[config.mk]
export PLATFORM = sky130hd
export DESIGN_NAME = ppp_regs
export DESIGN_NICKNAME = d
export VERILOG_FILES = /design/src/hdl/ppp_pkg.sv /design/src/hdl/ppp_regs.sv
export SDC_FILE = /design/constraint.sdc
export NUM_CORES = 1
export LEC_CHECK = 0
export BUFFER_PORTS_ARGS = -buffer_cell sky130_fd_sc_hd__clkbuf_2
export CAP_MARGIN = 10
export CORE_AREA = 2 2 211 213
export CTS_BUF_LIST = sky130_fd_sc_hd__clkbuf_2 sky130_fd_sc_hd__clkbuf_4 sky130_fd_sc_hd__clkbuf_8
export CTS_CLUSTER_SIZE = 20
export DETAILED_ROUTE_END_ITERATION = 8
export DIE_AREA = 0 0 213 215
export PLACE_DENSITY = 0.71
export RECOVER_POWER = 25
export SLEW_MARGIN = 20
export SYNTH_ARGS = -nofsm -noshare
export SYNTH_HDL_FRONTEND = slang
export SYNTH_SLANG_ARGS = --single-unit
[constraint.sdc]
create_clock -name aclk -period 2.4 [get_ports aclk]
set_input_delay 0.36 -clock aclk [delete_from_list [all_inputs] [get_ports aclk]]
set_output_delay 0.36 -clock aclk [all_outputs]
set_load 0.01 [all_outputs]
[src/hdl/ppp_pkg.sv]
package ppp_pkg;

    // Fixed-point formats.
    localparam int AXIS_BITS      = 21;
    localparam int AXIS_FRAC_BITS = 16;
    localparam int DIFF_BITS      = 33;
    localparam int PROD_BITS      = DIFF_BITS + AXIS_BITS;
    localparam int SUM_BITS       = PROD_BITS + 2;
    localparam int DEPTH_BITS     = SUM_BITS - AXIS_FRAC_BITS;
    localparam int NUM_BITS       = 64;
    localparam int DEN_BITS       = 48;
    localparam int QUO_BITS       = 32;

    // The divider has one load stage and one stage per quotient bit.
    localparam int DIV_STEPS      = QUO_BITS;

    // Register indexes on the configuration port.
    typedef enum logic [2:0] {
        REG_CAM_X  = 3'd0,
        REG_CAM_Y  = 3'd1,
        REG_CAM_Z  = 3'd2,
        REG_VIEW   = 3'd3,
        REG_LEFT   = 3'd4,
        REG_UP     = 3'd5,
        REG_CLIP   = 3'd6,
        REG_IMAGE  = 3'd7
    } reg_idx_t;

    typedef struct packed {
        logic signed [31:0] cam_x;
        logic signed [31:0] cam_y;
        logic signed [31:0] cam_z;
        logic [62:0]        view_dir;
        logic [62:0]        left_axis;
        logic [62:0]        up_axis;
        logic [31:0]        near_depth;
        logic [31:0]        far_depth;
        logic [11:0]        width;
        logic [11:0]        height;
        logic [31:0]        radius_scale;
    } cfg_t;

    // Front-end results handed to the dividers.
    typedef struct packed {
        logic                valid;
        logic                clip;
        logic                neg_x;
        logic                neg_y;
        logic [NUM_BITS-1:0] num_x;
        logic [NUM_BITS-1:0] num_y;
        logic [NUM_BITS-1:0] num_r;
        logic [DEN_BITS-1:0] den_xy;
        logic [DEN_BITS-1:0] den_r;
    } front_t;

    // Sideband that travels beside the dividers.
    typedef struct packed {
        logic valid;
        logic clip;
        logic neg_x;
        logic neg_y;
    } side_t;

endpackage

[src/hdl/ppp_regs.sv]
module ppp_regs (
    input  logic            aclk,
    input  logic            aresetn,
    input  logic            psel,
    input  logic            penable,
    input  logic            pwrite,
    input  logic [5:0]      paddr,
    input  logic [63:0]     pwdata,
    output logic [63:0]     prdata,
    output logic            pready,
    output ppp_pkg::cfg_t   cfg
);
    import ppp_pkg::*;

    cfg_t     cfg_reg;
    reg_idx_t idx;
    logic     wr_en;

    assign idx    = reg_idx_t'(paddr[5:3]);
    assign wr_en  = psel & penable & pwrite;
    assign pready = 1'b1;
    assign cfg    = cfg_reg;

    // Register writes in the access phase.
    always_ff @(posedge aclk) begin
        if (!aresetn) begin
            cfg_reg <= '0;
        end else if (wr_en) begin
            case (idx)
                REG_CAM_X: cfg_reg.cam_x     <= pwdata[31:0];
                REG_CAM_Y: cfg_reg.cam_y     <= pwdata[31:0];
                REG_CAM_Z: cfg_reg.cam_z     <= pwdata[31:0];
                REG_VIEW:  cfg_reg.view_dir  <= pwdata[62:0];
                REG_LEFT:  cfg_reg.left_axis <= pwdata[62:0];
                REG_UP:    cfg_reg.up_axis   <= pwdata[62:0];
                REG_CLIP: begin
                    cfg_reg.near_depth <= pwdata[31:0];
                    cfg_reg.far_depth  <= pwdata[63:32];
                end
                REG_IMAGE: begin
                    cfg_reg.width        <= pwdata[11:0];
                    cfg_reg.height       <= pwdata[23:12];
                    cfg_reg.radius_scale <= pwdata[55:24];
                end
                default: ;
            endcase
        end
    end

    // Read-back multiplexer.
    always_comb begin
        case (idx)
            REG_CAM_X: prdata = {32'd0, cfg_reg.cam_x};
            REG_CAM_Y: prdata = {32'd0, cfg_reg.cam_y};
            REG_CAM_Z: prdata = {32'd0, cfg_reg.cam_z};
            REG_VIEW:  prdata = {1'b0, cfg_reg.view_dir};
            REG_LEFT:  prdata = {1'b0, cfg_reg.left_axis};
            REG_UP:    prdata = {1'b0, cfg_reg.up_axis};
            REG_CLIP:  prdata = {cfg_reg.far_depth, cfg_reg.near_depth};
            REG_IMAGE: prdata = {8'd0, cfg_reg.radius_scale, cfg_reg.height, cfg_reg.width};
            default:   prdata = '0;
        endcase
    end

endmodule

==> flow_summary_export.csv <==
group,metric,value,unit
min_path,hold_class,"input pin to flip-flop",
job,drv_cap,2,
place,gp_congestion,0.912,
cts,clock-sinks,405,
cts,htreeDepth,3,
finish,multi_input_area,9100,um2
route,drt-vias-per-instance,5.51,
timing,setup_viol,0,
floorplan,start_util,41.9,%
synth,yosys-top-cells-area,"dfxtp_1 (44%), nand2_1 (17%), a21boi_0 (14%), mux4_2 (3.9%), a22o_1 (2.6%)",
route,drc,0,
power_and_ir_drop,power,14.3,mW
setup_path,r2r_start,"cfg[71]",
cts,clk_path_buf_depth,3,
route,routed_wl,71800,um
synth,synth.most_common_cell,"nand2_1",
floorplan,fp.coreArea,43600,um2
route,firstDrtPassIters,5,
timing,finalClockSkew,0,ns
cts,cts_tree,"built",
cts,clk_pin_slew,0.06,ns
cts,numCtsBuffers,70,
timing,timing.final.crit_share,97.7,%
grt,grt_use_total,30.5,%
synth,synthTopCellsByCount,"nand2_1 (833), dfxtp_1 (405), a21boi_0 (351)",
synth,ys_warn_count,0,
timing,fmax,0.426,GHz
route,met2RoutedLength,32800,um
synth,ys_ff_latch,405,
finish,finish.utilization,52.8,%
power_and_ir_drop,p_leak,9.23,nW
synth,synth_ff_type,"dfxtp_1",
setup_path,required,2.91,ns
finish,seq_area,8110,um2
setup_path,ff2ff_path_depth,2,
power_and_ir_drop,ir_worst_vdd,674,uV
status,violations,"capacitance limit, slew limit",
setup_path,critical_path_class,"input pin to flip-flop",
cts,root_buffer,"clkbuf_8",
grt,grt_pass1_vias,17600,
timing,worst_slew_pin_slew,1.94,ns
finish,fin_cells,3303,
timing,hold_slack,0.0411,ns
min_path,min-delay-start,"pwdata[34]",
finish,nFillCells,3993,
timing,finalCriticalPeriod,2.35,ns
synth,synth_edf_count,0,
setup_path,end_kind,"flip-flop",
route,m1WireLength,28200,um
finish,drive_gt1_share,29.4,%
synth,synth_top_area_cell,"dfxtp_1",
synth,yosysUniqueCellTypes,29,
route,wl_met3,7440,um
status,status,"finished with violations",
grt,grt_antenna_before_repair,2,
grt,overflow,0,
synth,synth_cells,2185,
synth,synth_top_area_share,44.4,%
synth,syn_nets,2260,
setup_path,crit_path_start,"paddr[4]",
timing,tns,0,ns
finish,area_growth,26.2,%
route,via_count,18200,
setup_path,critPathMaxFanout,54,
timing,rsz0062_at_grt,"false",
synth,ys_seq_area_share,44.4,%
timing,hold_viol_final,0,
timing,maxSlewViolCount,120,
route,detail_route.iter0.violations,1641,
synth,syn_area_per_cell,8.37,um2
floorplan,die_x,213,um
grt,grt_pass1_wl,107000,um
grt,grt_max_degree,107,
setup_path,endpoint,"cfg[222]",
timing,slew_headroom,-29.2,%
setup_path,crit_chain,"buf_6, clkbuf_1, nand4b_4, nor2_1, buf_2, nand2_1, a21boi_0",
floorplan,ios,545,
place,hpwl,47000,um
cts,post-cts-setup-buffers,0,
finish,fin_nets,2739,
route,top_layer,"met5",
route,wire_per_inst,21.7,um
setup_path,slowest_stage,"buf_2",
synth,synth_area,18300,um2
route,ant_nets,0,
floorplan,num_rows,77,
finish,largest_register_ffs,405,
floorplan,dieHeight,215,um
synth,synthArstFlopShare,0,%
setup_path,cpPeakStageDelay,1.24,ns
place,io_buffers,540,
setup_path,cp-start-kind,"input pin",
power_and_ir_drop,p_per_area,621,nW/um2
place,dp_cells,3167,
setup_path,rrSetupSlack,1.57,ns
setup_path,r2r-end,"cfg[71]",
setup_path,critical_path_arrival,2.85,ns
floorplan,die_area,45800,um2
cts,clk_latency,0.61,ns
## where the power goes
group | leakage [nW] | switching, mW | internal (mW)
Combinational | 5.21 | 0.647 | 0.398
Sequential | 3.26 | 0.0446 | 6.78
Clock | 0.754 | 2.82 | 3.64
## area by class of cell
type	instances	share of cell area, %
sequential	405	35.2
clock inverter	7	0.298
inverter	25	0.407
antenna	1	0.0109
multi-input combinational	1544	39.5
clock buffer	111	5.84
tap	592	3.21
timing repair buffer	618	15.6
## stage by stage
step,cell area (um2),worst slack [ns]
after global placement,21500,-0.0495
final,23100,0.0547
after floorplan,18300,0.439
after global routing,23100,0.00222
after CTS,23100,0.0316
after detailed placement,21500,-0.0633
## repair_timing
item | in CTS | in global routing
pin swaps | 0 | 0
setup endpoints to repair | 3 | 8
endpoints found under the hold margin | 57 | 0
gates resized for setup | 4 | 4
hold buffers | 17 | 0
## logic make-up after synthesis
kind of cell | after synthesis | synth area share (%)
compound gates | 531 | 22.3
flops | 405 | 44.4
simple gates | 917 | 19.4
other cells | 1 | 0.0205
buf+inv | 236 | 6.38
mux | 95 | 7.56
## worst min path at each step
stage / endpoint / slack (ns) / cells after the start
5_1_grt: cfg[67] / 0.04 / 3
4_1_cts: cfg[58] / 0.0006 / 3
3_3_place_gp: cfg[324] / 0.46 / 2
3_5_place_dp: cfg[390] / 0.46 / 2
2_1_floorplan: cfg[148] / 0.49 / 2
6_report: cfg[58] / 0.04 / 3
## critical path: cells and delay by family
| kind | cells | cell delay, ns |
|---|---|---|
| AO/OA/AOI/OAI | 1 | 0.24 |
| buffers and inverters | 3 | 1.58 |
| AND/OR/NAND/NOR | 3 | 0.65 |
## metal layers
metal	up-vias	GRT usage, %
li1	8232	-
met1	8731	38.1
met2	1010	47.8
met3	211	8.55
met4	2	15.9
met5	-	0
## layout by cell type (no fill, tap or decap), types with 8 or more instances in the layout
| cell | n |
|---|---|
| nand2_1 | 833 |
| clkbuf_2 | 544 |
| dfxtp_1 | 405 |
| a21boi_0 | 377 |
| clkbuf_8 | 83 |
| nor2_1 | 60 |
| a22o_1 | 55 |
| a221oi_1 | 43 |
| mux2i_1 | 39 |
| mux4_2 | 32 |
| clkbuf_4 | 29 |
| buf_4 | 29 |
| a21boi_1 | 28 |
| inv_1 | 25 |
| mux2_2 | 24 |
| buf_12 | 22 |
| dlygate4sd3_1 | 17 |
| a21oi_1 | 8 |
(Power assumes the default switching activity.)
